`src/hdl/dddw_pkg.sv`:
```
`timescale 1ns / 1ps

package dddw_pkg;

    // Opcodes of an input item
    localparam logic [1:0] OP_SET_VALUE = 2'd0;
    localparam logic [1:0] OP_END_FRAME = 2'd1;
    localparam logic [1:0] OP_INIT      = 2'd2;

    // Configuration register indexes
    localparam logic CFG_BRIGHTNESS = 1'b0;
    localparam logic CFG_SCAN_LIMIT = 1'b1;

    // Display controller register addresses
    localparam logic [3:0] ADDR_DECODE_MODE = 4'h9;
    localparam logic [3:0] ADDR_INTENSITY   = 4'hA;
    localparam logic [3:0] ADDR_SCAN_LIMIT  = 4'hB;
    localparam logic [3:0] ADDR_SHUTDOWN    = 4'hC;
    localparam logic [3:0] ADDR_DISP_TEST   = 4'hF;
    localparam logic [3:0] ADDR_DIGIT_BASE0 = 4'h1;
    localparam logic [3:0] ADDR_DIGIT_BASE1 = 4'h5;

    localparam logic [7:0] BRIGHTNESS_RST = 8'd0;
    localparam logic [7:0] SCAN_LIMIT_RST = 8'd7;

    localparam int INIT_LEN   = 14;
    localparam int DIGITS     = 4;
    localparam int TH_BITS    = 7;   // thousands quotient reaches 65
    localparam int DEC_BITS   = 4;
    localparam int CONV_STEPS = TH_BITS + 2 * DEC_BITS;

    typedef struct packed {
        logic [1:0]  opcode;
        logic        channel;
        logic [15:0] value;
    } t_in;

    typedef struct packed {
        logic [3:0] reg_addr;
        logic [7:0] reg_data;
        logic       last;
    } t_out;

    // Status and digits from the converter
    typedef struct packed {
        logic                done;
        logic [TH_BITS-1:0]  thousands;
        logic [DEC_BITS-1:0] hundreds;
        logic [DEC_BITS-1:0] tens;
        logic [DEC_BITS-1:0] ones;
    } t_bcd_res;

    // Trial divisor for each step of the restoring division
    function automatic logic [15:0] f_divisor(input logic [3:0] step);
        logic [15:0] d;
        unique case (step)
            4'd0:    d = 16'd64000;
            4'd1:    d = 16'd32000;
            4'd2:    d = 16'd16000;
            4'd3:    d = 16'd8000;
            4'd4:    d = 16'd4000;
            4'd5:    d = 16'd2000;
            4'd6:    d = 16'd1000;
            4'd7:    d = 16'd800;
            4'd8:    d = 16'd400;
            4'd9:    d = 16'd200;
            4'd10:   d = 16'd100;
            4'd11:   d = 16'd80;
            4'd12:   d = 16'd40;
            4'd13:   d = 16'd20;
            4'd14:   d = 16'd10;
            default: d = 16'hFFFF;
        endcase
        return d;
    endfunction

    // Start-up write sequence, one entry per index
    function automatic t_out f_init_write(input logic [3:0] idx,
                                          input logic [7:0] bright,
                                          input logic [7:0] scan);
        t_out w;
        w.last = 1'b0;
        unique case (idx)
            4'd0:    begin w.reg_addr = ADDR_DECODE_MODE; w.reg_data = 8'hFF;  end
            4'd1:    begin w.reg_addr = ADDR_INTENSITY;   w.reg_data = bright; end
            4'd2:    begin w.reg_addr = ADDR_SCAN_LIMIT;  w.reg_data = scan;   end
            4'd3:    begin w.reg_addr = ADDR_SHUTDOWN;    w.reg_data = 8'h01;  end
            4'd4:    begin w.reg_addr = ADDR_DISP_TEST;   w.reg_data = 8'h0F;  end
            4'd5, 4'd6, 4'd7, 4'd8, 4'd9, 4'd10, 4'd11, 4'd12: begin
                w.reg_addr = idx - 4'd4;
                w.reg_data = 8'h0F;
            end
            4'd13:   begin w.reg_addr = ADDR_DISP_TEST;   w.reg_data = 8'h08;  end
            default: begin w.reg_addr = ADDR_DISP_TEST;   w.reg_data = 8'h08;  end
        endcase
        return w;
    endfunction

endpackage

```
`src/hdl/decimal_digit_display_writer_core.sv`:
```
`timescale 1ns / 1ps

// Channel  | Direction | Handshake               | Payload
// in       | input     | i_in_valid / o_in_stall  | i_in_data  (opcode, channel, value)
// out      | output    | o_out_valid / i_out_stall| o_out_data (reg_addr, reg_data, last)
// cfg      | input     | i_cfg_valid / o_cfg_ready| i_cfg_index, i_cfg_data
//
// Set value is taken without stalling the input. Each pending half of an end frame runs
// through the shared compare-subtract converter (start plus 15 quotient bits) and then
// gives four digit writes; a pending half 1 chains straight after half 0. Init gives the
// start-up write sequence. The input is stalled while a frame or init sequence is in
// progress. Reset is synchronous: nothing pending, brightness 0, scan limit 7.

module decimal_digit_display_writer_core (
    input  logic             i_clk,
    input  logic             i_rst_n,
    input  logic             i_in_valid,
    output logic             o_in_stall,
    input  dddw_pkg::t_in    i_in_data,
    output logic             o_out_valid,
    input  logic             i_out_stall,
    output dddw_pkg::t_out   o_out_data,
    input  logic             i_cfg_valid,
    output logic             o_cfg_ready,
    input  logic             i_cfg_index,
    input  logic [7:0]       i_cfg_data
);

    typedef enum logic [1:0] {
        S_IDLE,
        S_CONV,
        S_DIGITS,
        S_INIT
    } t_state;

    localparam logic [3:0] INIT_END  = 4'(dddw_pkg::INIT_LEN - 1);
    localparam logic [3:0] DIGIT_END = 4'(dddw_pkg::DIGITS - 1);

    t_state          r_state, n_state;
    logic [3:0]      r_idx, n_idx;
    logic            r_half, n_half;
    logic [15:0]     r_h0_val, n_h0_val;
    logic [15:0]     r_h1_val, n_h1_val;
    logic            r_h0_pend, n_h0_pend;
    logic            r_h1_pend, n_h1_pend;
    logic [7:0]      r_bright, n_bright;
    logic [7:0]      r_scan, n_scan;
    logic            r_out_valid, n_out_valid;
    dddw_pkg::t_out  r_out, n_out;

    logic               w_slot;
    logic               w_start;
    logic [15:0]        w_start_value;
    dddw_pkg::t_bcd_res w_bcd;
    logic [7:0]         w_digit;
    logic [3:0]         w_base;

    dddw_bcd_unit u_bcd (
        .i_clk   (i_clk),
        .i_rst_n (i_rst_n),
        .i_start (w_start),
        .i_value (w_start_value),
        .o_res   (w_bcd)
    );

    assign w_slot = !r_out_valid || !i_out_stall;
    assign w_base = r_half ? dddw_pkg::ADDR_DIGIT_BASE1 : dddw_pkg::ADDR_DIGIT_BASE0;

    always_comb begin
        case (r_idx[1:0])
            2'd0:    w_digit = 8'(w_bcd.thousands);
            2'd1:    w_digit = 8'(w_bcd.hundreds);
            2'd2:    w_digit = 8'(w_bcd.tens);
            default: w_digit = 8'(w_bcd.ones);
        endcase
    end

    always_comb begin
        n_state       = r_state;
        n_idx         = r_idx;
        n_half        = r_half;
        n_h0_val      = r_h0_val;
        n_h1_val      = r_h1_val;
        n_h0_pend     = r_h0_pend;
        n_h1_pend     = r_h1_pend;
        n_bright      = r_bright;
        n_scan        = r_scan;
        n_out_valid   = r_out_valid;
        n_out         = r_out;
        w_start       = 1'b0;
        w_start_value = r_h0_val;

        if (r_out_valid && !i_out_stall) begin
            n_out_valid = 1'b0;
        end

        if (i_cfg_valid) begin
            unique case (i_cfg_index)
                dddw_pkg::CFG_BRIGHTNESS: n_bright = i_cfg_data;
                dddw_pkg::CFG_SCAN_LIMIT: n_scan   = i_cfg_data;
                default:                  n_scan   = r_scan;
            endcase
        end

        unique case (r_state)
            S_IDLE: begin
                if (i_in_valid) begin
                    unique case (i_in_data.opcode)
                        dddw_pkg::OP_SET_VALUE: begin
                            if (i_in_data.channel) begin
                                n_h1_val  = i_in_data.value;
                                n_h1_pend = 1'b1;
                            end else begin
                                n_h0_val  = i_in_data.value;
                                n_h0_pend = 1'b1;
                            end
                        end
                        dddw_pkg::OP_END_FRAME: begin
                            if (r_h0_pend) begin
                                n_h0_pend     = 1'b0;
                                n_half        = 1'b0;
                                w_start       = 1'b1;
                                w_start_value = r_h0_val;
                                n_state       = S_CONV;
                            end else if (r_h1_pend) begin
                                n_h1_pend     = 1'b0;
                                n_half        = 1'b1;
                                w_start       = 1'b1;
                                w_start_value = r_h1_val;
                                n_state       = S_CONV;
                            end
                        end
                        dddw_pkg::OP_INIT: begin
                            n_idx   = '0;
                            n_state = S_INIT;
                        end
                        default: begin
                            n_state = S_IDLE;
                        end
                    endcase
                end
            end
            S_CONV: begin
                if (w_bcd.done) begin
                    n_idx   = '0;
                    n_state = S_DIGITS;
                end
            end
            S_DIGITS: begin
                if (w_slot) begin
                    n_out_valid    = 1'b1;
                    n_out.reg_addr = w_base + r_idx;
                    n_out.reg_data = w_digit;
                    n_out.last     = 1'b0;
                    if (r_idx == DIGIT_END) begin
                        // chain straight into half 1 when it is pending too
                        if (!r_half && r_h1_pend) begin
                            n_h1_pend     = 1'b0;
                            n_half        = 1'b1;
                            w_start       = 1'b1;
                            w_start_value = r_h1_val;
                            n_state       = S_CONV;
                        end else begin
                            n_out.last = 1'b1;
                            n_state    = S_IDLE;
                        end
                    end else begin
                        n_idx = r_idx + 4'd1;
                    end
                end
            end
            S_INIT: begin
                if (w_slot) begin
                    n_out_valid = 1'b1;
                    n_out       = dddw_pkg::f_init_write(r_idx, r_bright, r_scan);
                    if (r_idx == INIT_END) begin
                        n_out.last = 1'b1;
                        n_state    = S_IDLE;
                    end else begin
                        n_idx = r_idx + 4'd1;
                    end
                end
            end
            default: begin
                n_state = S_IDLE;
            end
        endcase
    end

    always_ff @(posedge i_clk) begin
        if (!i_rst_n) begin
            r_state     <= S_IDLE;
            r_idx       <= '0;
            r_half      <= 1'b0;
            r_h0_val    <= '0;
            r_h1_val    <= '0;
            r_h0_pend   <= 1'b0;
            r_h1_pend   <= 1'b0;
            r_bright    <= dddw_pkg::BRIGHTNESS_RST;
            r_scan      <= dddw_pkg::SCAN_LIMIT_RST;
            r_out_valid <= 1'b0;
        end else begin
            r_state     <= n_state;
            r_idx       <= n_idx;
            r_half      <= n_half;
            r_h0_val    <= n_h0_val;
            r_h1_val    <= n_h1_val;
            r_h0_pend   <= n_h0_pend;
            r_h1_pend   <= n_h1_pend;
            r_bright    <= n_bright;
            r_scan      <= n_scan;
            r_out_valid <= n_out_valid;
        end
        r_out <= n_out;
    end

    assign o_in_stall  = (r_state != S_IDLE);
    assign o_out_valid = r_out_valid;
    assign o_out_data  = r_out;
    assign o_cfg_ready = 1'b1;

    // Converter only finishes while the sequencer waits for it
    a_done_in_conv: assert property (@(posedge i_clk) disable iff (!i_rst_n)
        w_bcd.done |-> r_state == S_CONV)
        else $error("converter done outside conversion");

    // Final init write carries last
    a_init_last: assert property (@(posedge i_clk) disable iff (!i_rst_n)
        (r_state == S_INIT && r_idx == INIT_END && w_slot)
        |=> (o_out_valid && o_out_data.last && r_state == S_IDLE))
        else $error("init sequence did not end with last");

    // No write is loaded while a conversion runs
    a_no_write_in_conv: assert property (@(posedge i_clk) disable iff (!i_rst_n)
        (r_state == S_CONV && r_out_valid && !i_out_stall) |=> !r_out_valid)
        else $error("write produced during conversion");

    // Digit index stays within one half
    a_digit_idx: assert property (@(posedge i_clk) disable iff (!i_rst_n)
        r_state == S_DIGITS |-> r_idx <= DIGIT_END)
        else $error("digit index out of range");

endmodule

```
`src/hdl/dddw_bcd_unit.sv`:
```
`timescale 1ns / 1ps

module dddw_bcd_unit (
    input  logic                i_clk,
    input  logic                i_rst_n,
    input  logic                i_start,
    input  logic [15:0]         i_value,
    output dddw_pkg::t_bcd_res  o_res
);

    localparam logic [3:0] LAST_STEP = 4'(dddw_pkg::CONV_STEPS - 1);
    localparam logic [3:0] TH_END    = 4'(dddw_pkg::TH_BITS - 1);
    localparam logic [3:0] HU_END    = 4'(dddw_pkg::TH_BITS + dddw_pkg::DEC_BITS - 1);

    logic        r_busy;
    logic        r_done;
    logic [3:0]  r_step;
    logic [15:0] r_rem;
    logic [dddw_pkg::TH_BITS-1:0]  r_th;
    logic [dddw_pkg::DEC_BITS-1:0] r_hu;
    logic [dddw_pkg::DEC_BITS-1:0] r_te;

    logic [15:0] w_div;
    logic        w_ge;
    logic [15:0] w_diff;

    // One compare-subtract, reused for every quotient bit
    assign w_div  = dddw_pkg::f_divisor(r_step);
    assign w_ge   = (r_rem >= w_div);
    assign w_diff = r_rem - w_div;

    always_ff @(posedge i_clk) begin
        if (!i_rst_n) begin
            r_busy <= 1'b0;
            r_done <= 1'b0;
            r_step <= '0;
        end else begin
            r_done <= 1'b0;
            if (i_start) begin
                r_busy <= 1'b1;
                r_step <= '0;
            end else if (r_busy) begin
                r_step <= r_step + 4'd1;
                if (r_step == LAST_STEP) begin
                    r_busy <= 1'b0;
                    r_done <= 1'b1;
                end
            end
        end
    end

    always_ff @(posedge i_clk) begin
        if (i_start) begin
            r_rem <= i_value;
            r_th  <= '0;
            r_hu  <= '0;
            r_te  <= '0;
        end else if (r_busy) begin
            if (w_ge) begin
                r_rem <= w_diff;
            end
            if (r_step <= TH_END) begin
                r_th <= {r_th[dddw_pkg::TH_BITS-2:0], w_ge};
            end else if (r_step <= HU_END) begin
                r_hu <= {r_hu[dddw_pkg::DEC_BITS-2:0], w_ge};
            end else begin
                r_te <= {r_te[dddw_pkg::DEC_BITS-2:0], w_ge};
            end
        end
    end

    assign o_res.done      = r_done;
    assign o_res.thousands = r_th;
    assign o_res.hundreds  = r_hu;
    assign o_res.tens      = r_te;
    assign o_res.ones      = r_rem[dddw_pkg::DEC_BITS-1:0];

endmodule
```
`config.mk`:
```
export PLATFORM = sky130hd
export DESIGN_NAME = decimal_digit_display_writer_core
export DESIGN_NICKNAME = d
export VERILOG_FILES = /design/src/hdl/dddw_pkg.sv /design/src/hdl/decimal_digit_display_writer_core.sv /design/src/hdl/dddw_bcd_unit.sv
export SDC_FILE = /design/constraint.sdc
export NUM_CORES = 1
export LEC_CHECK = 0
export BUFFER_PORTS_ARGS = -buffer_cell sky130_fd_sc_hd__buf_4
export CORE_ASPECT_RATIO = 1.75
export CORE_MARGIN = 5
export CORE_UTILIZATION = 61
export CTS_CLUSTER_SIZE = 8
export DETAILED_ROUTE_END_ITERATION = 12
export PLACE_DENSITY = 0.86
export SETUP_SLACK_MARGIN = 0.02
export SLEW_MARGIN = 20
export SYNTH_ARGS = -nofsm -noshare
export SYNTH_HDL_FRONTEND = slang
export SYNTH_SLANG_ARGS = --single-unit
```
`constraint.sdc`:
```
create_clock -name i_clk -period 3.2 [get_ports i_clk]
set_input_delay 0.16 -clock i_clk [delete_from_list [all_inputs] [get_ports i_clk]]
set_output_delay 0.16 -clock i_clk [all_outputs]
set_load 0.02 [all_outputs]
```
==> impl_metrics.csv, run 1 <==
group,metric,value,unit
status,outcome,"complete, no violations",
floorplanning,die_h,148,um
setup_path,crit_fanout,12,
floorplanning,fp.dieW,89.0,um
drt,drtPass1Iterations,6,
placement,place_congestion,0.922,
floorplanning,io_pins,49,
drt,drt_iter0_drc,258,
logic_synthesis,synth-seq-area-share,0.416,
logic_synthesis,synth_edf_count,29,
timing,clock_skew,0.00715,ns
power,p_per_area,529,nW/um^2
floorplanning,core_area,10700,sq um
setup_path,arrival,3.08,ns
logic_synthesis,syn_area,6660,sq um
logic_synthesis,synthCells,762,
placement,place_ws,0.476,ns
drt,vias_per_cell,6.05,
timing,slew_headroom,0.423,
layout,nets,874,
global_routing,grt_first_pass_wirelength,27200,um
clocking,cts_tree,"built",
timing,fin_ws,0.447,ns
global_routing,antenna_found_initial,0,
drt,post-route-drc-count,0,
layout,antenna_cells,0,
setup_path,crit_path_end_kind,"flop",
global_routing,overflow,0,
timing,worstMarginPinSlew,0.862,ns
clocking,postCtsSetupBuffers,0,
clocking,clock_path_buffers,2,
placement,port_buffers,47,
global_routing,grt_max_degree,62,
floorplanning,start_util,0.623,
timing,setup_viol,0,
setup_path,critPathKind,"reg2reg",
logic_synthesis,ys_warn_count,0,
layout,mostFrequentLayoutCell,"nand2_1",
clocking,clock-sinks,124,
floorplanning,floorplan.rows,50,
logic_synthesis,synthFlopType,"dfxtp_1",
timing,final_hold_viol_count,0,
clocking,clock_latency,0.42,ns
logic_synthesis,ys_async_sr_fraction,0,
global_routing,globalRouteTotalUtil,0.265,
timing,slew_viol_final,0,
timing,setup_tns,0,ns
timing,fin_crit_sh,0.860,
logic_synthesis,syn-mean-instance-area,8.74,sq um
layout,area_growth,14.6,%
layout,layout-drive-gt1-share,0.128,
timing,rsz0062_at_grt,"false",
flow_run,cap_violations,0,
drt,ant_nets,0,
power,ir_drop,0.000614,V
drt,wire_per_inst,17.7,um
logic_synthesis,synth_nets,835,
global_routing,grt_pass1_vias,5966,
floorplanning,die_area,13200,sq um
clocking,htreeDepth,4,
setup_path,crit_path_start_kind,"flop",
worst_hold_path,hold_class,"in2reg",
clocking,cts-root-buf,"clkbuf_16",
timing,finalCriticalPeriod,2.75,ns
placement,place_hpwl,12100,um
drt,num_vias,5710,
power,p_leak,3.16,nW
layout,layout_common_cells,"142 x nand2_1, 95 x dfxtp_1, 57 x buf_4, 48 x nor2_1, 41 x a21oi_1",
setup_path,critPathRequiredTime,3.52,ns
clocking,clk_pin_slew,0.06,ns
drt,wirelength,16700,um
logic_synthesis,ys_seq_elements,124,
timing,timing.fmax,0.363,GHz
logic_synthesis,ys_types,69,
clocking,cts_buffers,17,
## cell families (layout without fill, tap and decap cells)
logic type,Yosys count,in the layout,share of synthesized area
xor+xnor,20,20,0.0263
compound gates,190,190,0.190
buf+inv,80,132,0.0526
flops,124,124,0.416
fa+ha+maj,40,40,0.0763
other cells,1,1,0.000563
mux,38,38,0.0580
simple gates,269,269,0.180
## worst max-delay path: stages (launching register included)
cell and delay [ns]:
dfxtp_1 0.45, inv_1 0.10, ha_1 0.36, nand4_4 0.13, a21o_1 0.30, and2_4 0.25
nand2_2 0.11, inv_1 0.13, ha_1 0.31, nand2_1 0.08, o21ai_0 0.11, nand2_1 0.10
a21oi_1 0.22
## stage by stage
stage,instance area [sq um],utilization,std cells,hold WS [ns],power (mW)
after floorplan,6660,-,762,0.284,2.15
after global placement,7050,0.659,907,0.381,2.28
after detailed placement,7050,0.659,907,0.393,2.31
after CTS,7630,0.713,944,0.00101,4.05
after global routing,7630,0.713,944,0.00190,4.20
final,7630,0.713,944,0.00262,4.04
## sequential cells by signal (all words and copies together) (netlist names), 2 cells and up
register and cells:
r_h1_val 16, r_state 2, r_idx 4, u_bcd.w_div 16, r_bright 8, r_h0_val 16
u_bcd.r_te 4, u_bcd.r_step 4, u_bcd.r_hu 4, u_bcd.r_rem 16, o_out_data 13, u_bcd.r_th 7
r_scan 8
## cell type report
| class | count | area [sq um] |
|---|---|---|
| inverter | 38 | 145 |
| tap | 130 | 163 |
| timing repair buffer | 62 | 478 |
| clock inverter | 14 | 108 |
| fill | 810 | 3070 |
| clock buffer | 18 | 429 |
| multi-input combinational | 558 | 3540 |
| sequential | 124 | 2770 |
## power breakdown
group          internal, mW  switching [mW]
combinational         0.210           0.269
sequential             1.73          0.0760
clock                  1.00           0.755
## final timing paths
| kind | start | to | slack (ns) | cells after the start |
|---|---|---|---|---|
| setup / recovery | r_idx[2] | u_bcd.w_div[7] | 0.45 | 12 |
| hold / removal | i_in_data[2] | r_h1_val[2] | 0.003 | 3 |
| setup reg to reg | r_idx[2] | u_bcd.w_div[7] | 0.45 | 12 |
| hold reg to reg | r_h1_val[6] | r_h1_val[6] | 0.46 | 2 |
## cell usage after synthesis (20+ instances only)
master / n / area (sq um)
nand3_1: 20 / 100
a21oi_1: 41 / 205
o21ai_0: 39 / 195
nor2_1: 48 / 180
edfxtp_1: 29 / 871
nand2_1: 142 / 533
dfxtp_1: 95 / 1900
inv_1: 37 / 139
clkbuf_1: 27 / 101
mux2i_1: 33 / 330
a21boi_0: 38 / 285
ha_1: 39 / 488
## layer usage
| metal | track usage | wire length (um) |
|---|---|---|
| met5 | 0 | 0 |
| met4 | 0.189 | 1130 |
| met3 | 0.0516 | 800 |
| met2 | 0.489 | 9040 |
| met1 | 0.249 | 5720 |
## what timing repair did
action,CTS,global route
hold buffers,5,0
resized for setup,0,0
setup endpoints to repair,0,0
endpoints found under the hold margin,6,0
Power figures use the tool's default switching activity.
==> run 2, diff against run 1 <==
--- a/config.mk
+++ b/config.mk
@@ -11,7 +11,7 @@
 export CORE_UTILIZATION = 61
 export CTS_CLUSTER_SIZE = 8
 export DETAILED_ROUTE_END_ITERATION = 12
-export PLACE_DENSITY = 0.86
+export PLACE_DENSITY_LB_ADDON = 0.15
 export SETUP_SLACK_MARGIN = 0.02
 export SLEW_MARGIN = 20
 export SYNTH_ARGS = -nofsm -noshare
==> impl_metrics.csv, run 2 (same netlist as run 1, synthesis figures left out) <==
group,metric,value,unit
setup_path,arrival,2.74,ns
timing,final_hold_viol_count,0,
global_routing,overflow,0,
power,power.net_switching,1.11,mW
power,p_int,2.97,mW
clocking,cts_buffers,17,
drt,drt_iter0_drc,339,
layout,nFillCells,846,
floorplanning,die_area,13200,sq um
clocking,clock_path_buffers,2,
layout,final_cell_area,7640,sq um
layout,multi_input_area,3540,sq um
timing,slew_headroom,0.353,
floorplanning,fp.dieW,89.0,um
timing,worstMarginPinSlew,0.967,ns
power,power_frac_clock,0.437,
drt,wire_per_inst,17.6,um
drt,num_vias,5622,
drt,wirelength,16600,um
worst_hold_path,hold_class,"in2reg",
timing,finalCriticalPeriod,2.73,ns
layout,area_growth,14.7,%
drt,ant_nets,0,
floorplanning,start_util,0.623,
status,outcome,"complete, no violations",
global_routing,grt_pass1_vias,5654,
timing,timing.fmax,0.366,GHz
layout,antenna_cells,0,
setup_path,critPathKind,"reg2reg",
timing,setup_tns,0,ns
timing,setup_viol,0,
drt,drtPass1Iterations,5,
setup_path,cp_slowest_cell,"fa_1",
setup_path,crit_path_end_kind,"flop",
power,pwr-share-comb,0.119,
power,seqPwrFrac,0.444,
global_routing,antenna_found_initial,0,
drt,post-route-drc-count,0,
power,p_leak,3.14,nW
setup_path,path_cells,"inv_1, ha_1, inv_1, fa_1, a21o_1, a21oi_1, a2111o_1, a21oi_1, nand2_1, nand2_1",
placement,dpl.cell_count,906,
floorplanning,io_pins,49,
clocking,cts-root-buf,"clkbuf_16",
clocking,clock_latency,0.42,ns
clocking,clock-sinks,124,
layout,fin_util,0.714,
timing,slew_viol_final,0,
global_routing,grt_max_degree,62,
placement,port_buffers,47,
layout,fin_cells,943,
clocking,cts_tree,"built",
placement,place_congestion,0.972,
drt,vias_per_cell,5.96,
timing,rsz0062_at_grt,"false",
layout,nets,873,
layout,layout-drive-gt1-share,0.127,
setup_path,crit_path_start_kind,"flop",
layout,mostFrequentLayoutCell,"nand2_1",
setup_path,critPathMaxStageDelay,0.46,ns
power,switching_share,0.272,
clocking,clk_pin_slew,0.06,ns
floorplanning,core_area,10700,sq um
setup_path,crit_fanout,16,
power,ir_drop,0.000392,V
floorplanning,floorplan.rows,50,
clocking,htreeDepth,4,
timing,hold_slack,0.00441,ns
power,p_per_area,533,nW/um^2
layout,register_area,2770,sq um
power,finalPower,4.07,mW
global_routing,grt_first_pass_wirelength,26900,um
layout,layout_common_cells,"142 x nand2_1, 95 x dfxtp_1, 56 x buf_4, 48 x nor2_1, 41 x a21oi_1",
placement,dpl-instance-area,7040,sq um
timing,fin_crit_sh,0.853,
flow_run,cap_violations,0,
setup_path,critPathRequiredTime,3.21,ns
timing,clock_skew,0.00743,ns
floorplanning,die_h,148,um
placement,place_hpwl,12200,um
global_routing,globalRouteTotalUtil,0.262,
timing,fin_ws,0.470,ns
clocking,postCtsSetupBuffers,0,
placement,place_ws,0.461,ns
## run 2: changes by cell type in the layout (fill, tap and decap cells not counted), sizes merged
cell / previous run / this run
clkinv: 6 / 3
clkinvlp: 0 / 3
clkbuf: 18 / 19
inv: 46 / 45
buf: 57 / 56
## run 2: cell type report
cell class,count,area share
Multi-Input combinational cell,558,0.463
Sequential cell,124,0.363
Timing Repair Buffer,61,0.0616
Clock buffer,19,0.0580
Tap cell,130,0.0213
Inverter,38,0.0190
Clock inverter,13,0.0139
## run 2: metal layers
metal,share of wire,GRT usage,vias up
li1,-,-,2737
met1,0.36,0.269,2668
met2,0.55,0.485,157
met3,0.035,0.0427,60
met4,0.052,0.142,0
met5,0,0,-
## run 2: critical path, delay by kind of cell (launching register included)
family                   cells  cell delay [ns]
AO/OA/AOI/OAI                4             0.72
adder cells (fa/ha/maj)      2             0.61
AND/OR/NAND/NOR              2             0.48
flip-flops                   1             0.38
buffers and inverters        2             0.13
## run 2: power groups by stage
stage / clock, mW / combinational [mW] / sequential (mW)
after floorplan: 0 / 0.317 / 1.83
after global placement: 0 / 0.461 / 1.83
after detailed placement: 0 / 0.479 / 1.84
after CTS: 1.79 / 0.487 / 1.81
after global routing: 1.88 / 0.540 / 1.82
final: 1.78 / 0.484 / 1.81
## run 2: final timing paths
check	slack (ns)	startpoint	depth (start not counted)	endpoint
setup / recovery	0.47	u_bcd.r_rem[0]	10	u_bcd.r_rem[14]
hold / removal	0.004	i_in_data[15]	3	r_h1_val[15]
setup reg to reg	0.47	u_bcd.r_rem[0]	10	u_bcd.r_rem[14]
hold reg to reg	0.46	r_h1_val[6]	2	r_h1_val[6]
## run 2: repair_timing
item	in CTS	in global routing
resized for setup	0	0
hold endpoints to repair	5	0
hold buffers	5	0
==> run 3, diff against run 2 <==
--- a/config.mk
+++ b/config.mk
@@ -11,6 +11,7 @@
 export CORE_UTILIZATION = 61
 export CTS_CLUSTER_SIZE = 8
 export DETAILED_ROUTE_END_ITERATION = 12
+export GPL_TIMING_DRIVEN = 0
 export PLACE_DENSITY_LB_ADDON = 0.15
 export SETUP_SLACK_MARGIN = 0.02
 export SLEW_MARGIN = 20
==> impl_metrics.csv, run 3 (same netlist as run 1, synthesis figures left out) <==
group,metric,value,unit
status,outcome,"complete, no violations",
layout,final_cell_area,7820,sq um
global_routing,antenna_found_initial,0,
floorplanning,die_h,148,um
layout,mostFrequentLayoutCell,"nand2_1",
global_routing,met1_usage,0.281,
setup_path,crit_path_start_kind,"flop",
timing,rsz0062_at_grt,"false",
placement,dpl-instance-area,7180,sq um
clocking,cts_buffers,17,
drt,wire_per_inst,18.0,um
clocking,cts_tree,"built",
layout,antenna_cells,0,
global_routing,grt_first_pass_wirelength,28100,um
timing,slew_headroom,0.524,
setup_path,r2r_end,"u_bcd.r_rem[14]",
flow_run,cap_violations,0,
layout,layout-drive-gt1-share,0.130,
drt,wirelength,17600,um
placement,place_congestion,0.939,
timing,worstMarginPinSlew,0.712,ns
power,p_int,3.10,mW
timing,final_hold_viol_count,0,
clocking,clock_path_buffers,2,
layout,nets,906,
drt,drtPass1Iterations,7,
setup_path,critPathKind,"reg2reg",
layout,fin_util,0.731,
setup_path,r2r_start,"u_bcd.r_rem[0]",
timing,slew_viol_final,0,
global_routing,grt_max_degree,17,
global_routing,grtUsageMet2,0.493,
clocking,clock-sinks,124,
floorplanning,fp.dieW,89.0,um
timing,setup_tns,0,ns
drt,num_vias,5836,
clocking,postCtsSetupBuffers,0,
placement,place_hpwl,12900,um
setup_path,crit_fanout,16,
drt,ant_nets,0,
timing,finalCriticalPeriod,2.86,ns
power,power_frac_clock,0.452,
timing,clock_skew,0.00763,ns
setup_path,arrival,2.85,ns
global_routing,use_met3,0.0543,
power,pwr-share-comb,0.117,
clocking,htreeDepth,4,
layout,nFillCells,824,
layout,area_growth,17.4,%
power,switching_share,0.263,
floorplanning,core_area,10700,sq um
setup_path,critPathRequiredTime,3.19,ns
setup_path,crit_start,"u_bcd.r_rem[0]",
clocking,clock_latency,0.42,ns
power,finalPower,4.20,mW
power,power.net_switching,1.10,mW
drt,drt_iter0_drc,369,
drt,post-route-drc-count,0,
power,ir_drop,0.000479,V
timing,setup_viol,0,
worst_hold_path,hold_class,"in2reg",
placement,port_buffers,47,
timing,timing.fmax,0.350,GHz
global_routing,grt_pass1_vias,5943,
power,p_per_area,537,nW/um^2
clocking,ctsResizeCount,0,
floorplanning,floorplan.rows,50,
timing,fin_crit_sh,0.893,
power,p_leak,3.24,nW
global_routing,globalRouteTotalUtil,0.276,
clocking,clk_pin_slew,0.06,ns
global_routing,top_usage_layer,"met2",
floorplanning,start_util,0.623,
layout,multi_input_area,3540,sq um
setup_path,r2r_slack,0.34,ns
floorplanning,die_area,13200,sq um
drt,vias_per_cell,5.98,
setup_path,reg2reg_depth,10,
setup_path,crit_path_end_kind,"flop",
power,seqPwrFrac,0.431,
setup_path,worstSetupEndpoint,"u_bcd.r_rem[14]",
clocking,postCtsHoldBufs,4,
layout,register_area,2770,sq um
global_routing,overflow,0,
layout,layout_common_cells,"142 x nand2_1, 95 x dfxtp_1, 51 x buf_4, 48 x nor2_1, 41 x a21oi_1",
floorplanning,io_pins,49,
clocking,cts-root-buf,"clkbuf_16",
run 3: cell types whose count changed in the layout (fill, tap and decap cells not counted):
cell,previous run,this run
inv_4,1,2
buf_4,56,51
buf_2,0,7
clkinvlp_4,3,1
clkinv_4,2,3
inv_6,7,6
clkbuf_1,1,27
bufinv_16,0,1
clkbuf_2,0,1
clkbuf_16,17,18
buf_6,0,3
run 3: worst min-delay path by stage:
stage,start,to,slack (ns),cells after the start
3_5_place_dp,i_cfg_data[2],r_scan[2],0.40,3
5_1_grt,i_in_data[13],r_h0_val[13],0.0009,3
4_1_cts,i_in_data[9],r_h0_val[9],0.0008,3
2_1_floorplan,i_cfg_data[0],r_scan[0],0.28,2
3_3_place_gp,i_cfg_data[1],r_scan[1],0.39,3
6_report,i_in_data[13],r_h0_val[13],0.009,3
run 3: final cells by class:
cell class                      count  area share
Clock buffer                       19      0.0594
Multi-Input combinational cell    558       0.452
Buffer                             42      0.0262
Timing Repair Buffer               52      0.0515
Sequential cell                   124       0.355
Inverter                           38      0.0186
Tap cell                          130      0.0208
Clock inverter                     13      0.0163
run 3: worst max-delay path, stage by stage, from the launching register on:
cell	delay, ns
edfxtp_1	0.40
inv_1	0.08
ha_1	0.15
inv_1	0.06
fa_1	0.46
a21o_1	0.20
a21oi_1	0.26
a2111o_1	0.18
a21oi_1	0.10
nand2_1	0.10
nand2_1	0.42
run 3: power by group through the flow:
stage,clock [mW],sequential [mW],combinational (mW)
global placement,0,1.84,0.461
detailed placement,0,1.84,0.479
global route,2.00,1.82,0.547
finish,1.90,1.81,0.490
CTS,1.91,1.81,0.488
floorplan,0,1.83,0.317
run 3: routing by layer:
layer	vias up	routed length [um]
li1	2793	-
met1	2767	6150
met2	208	9580
met3	68	806
met4	0	1070
met5	-	0
run 3: per-stage QoR:
stage | worst slack (ns) | hold slack [ns] | instances
finish | 0.342 | 0.00904 | 976
global route | 0.155 | 0.000943 | 976
CTS | 0.320 | 0.000762 | 975
detailed placement | 0.333 | 0.396 | 939
global placement | 0.383 | 0.387 | 939
floorplan | 0.782 | 0.284 | 762
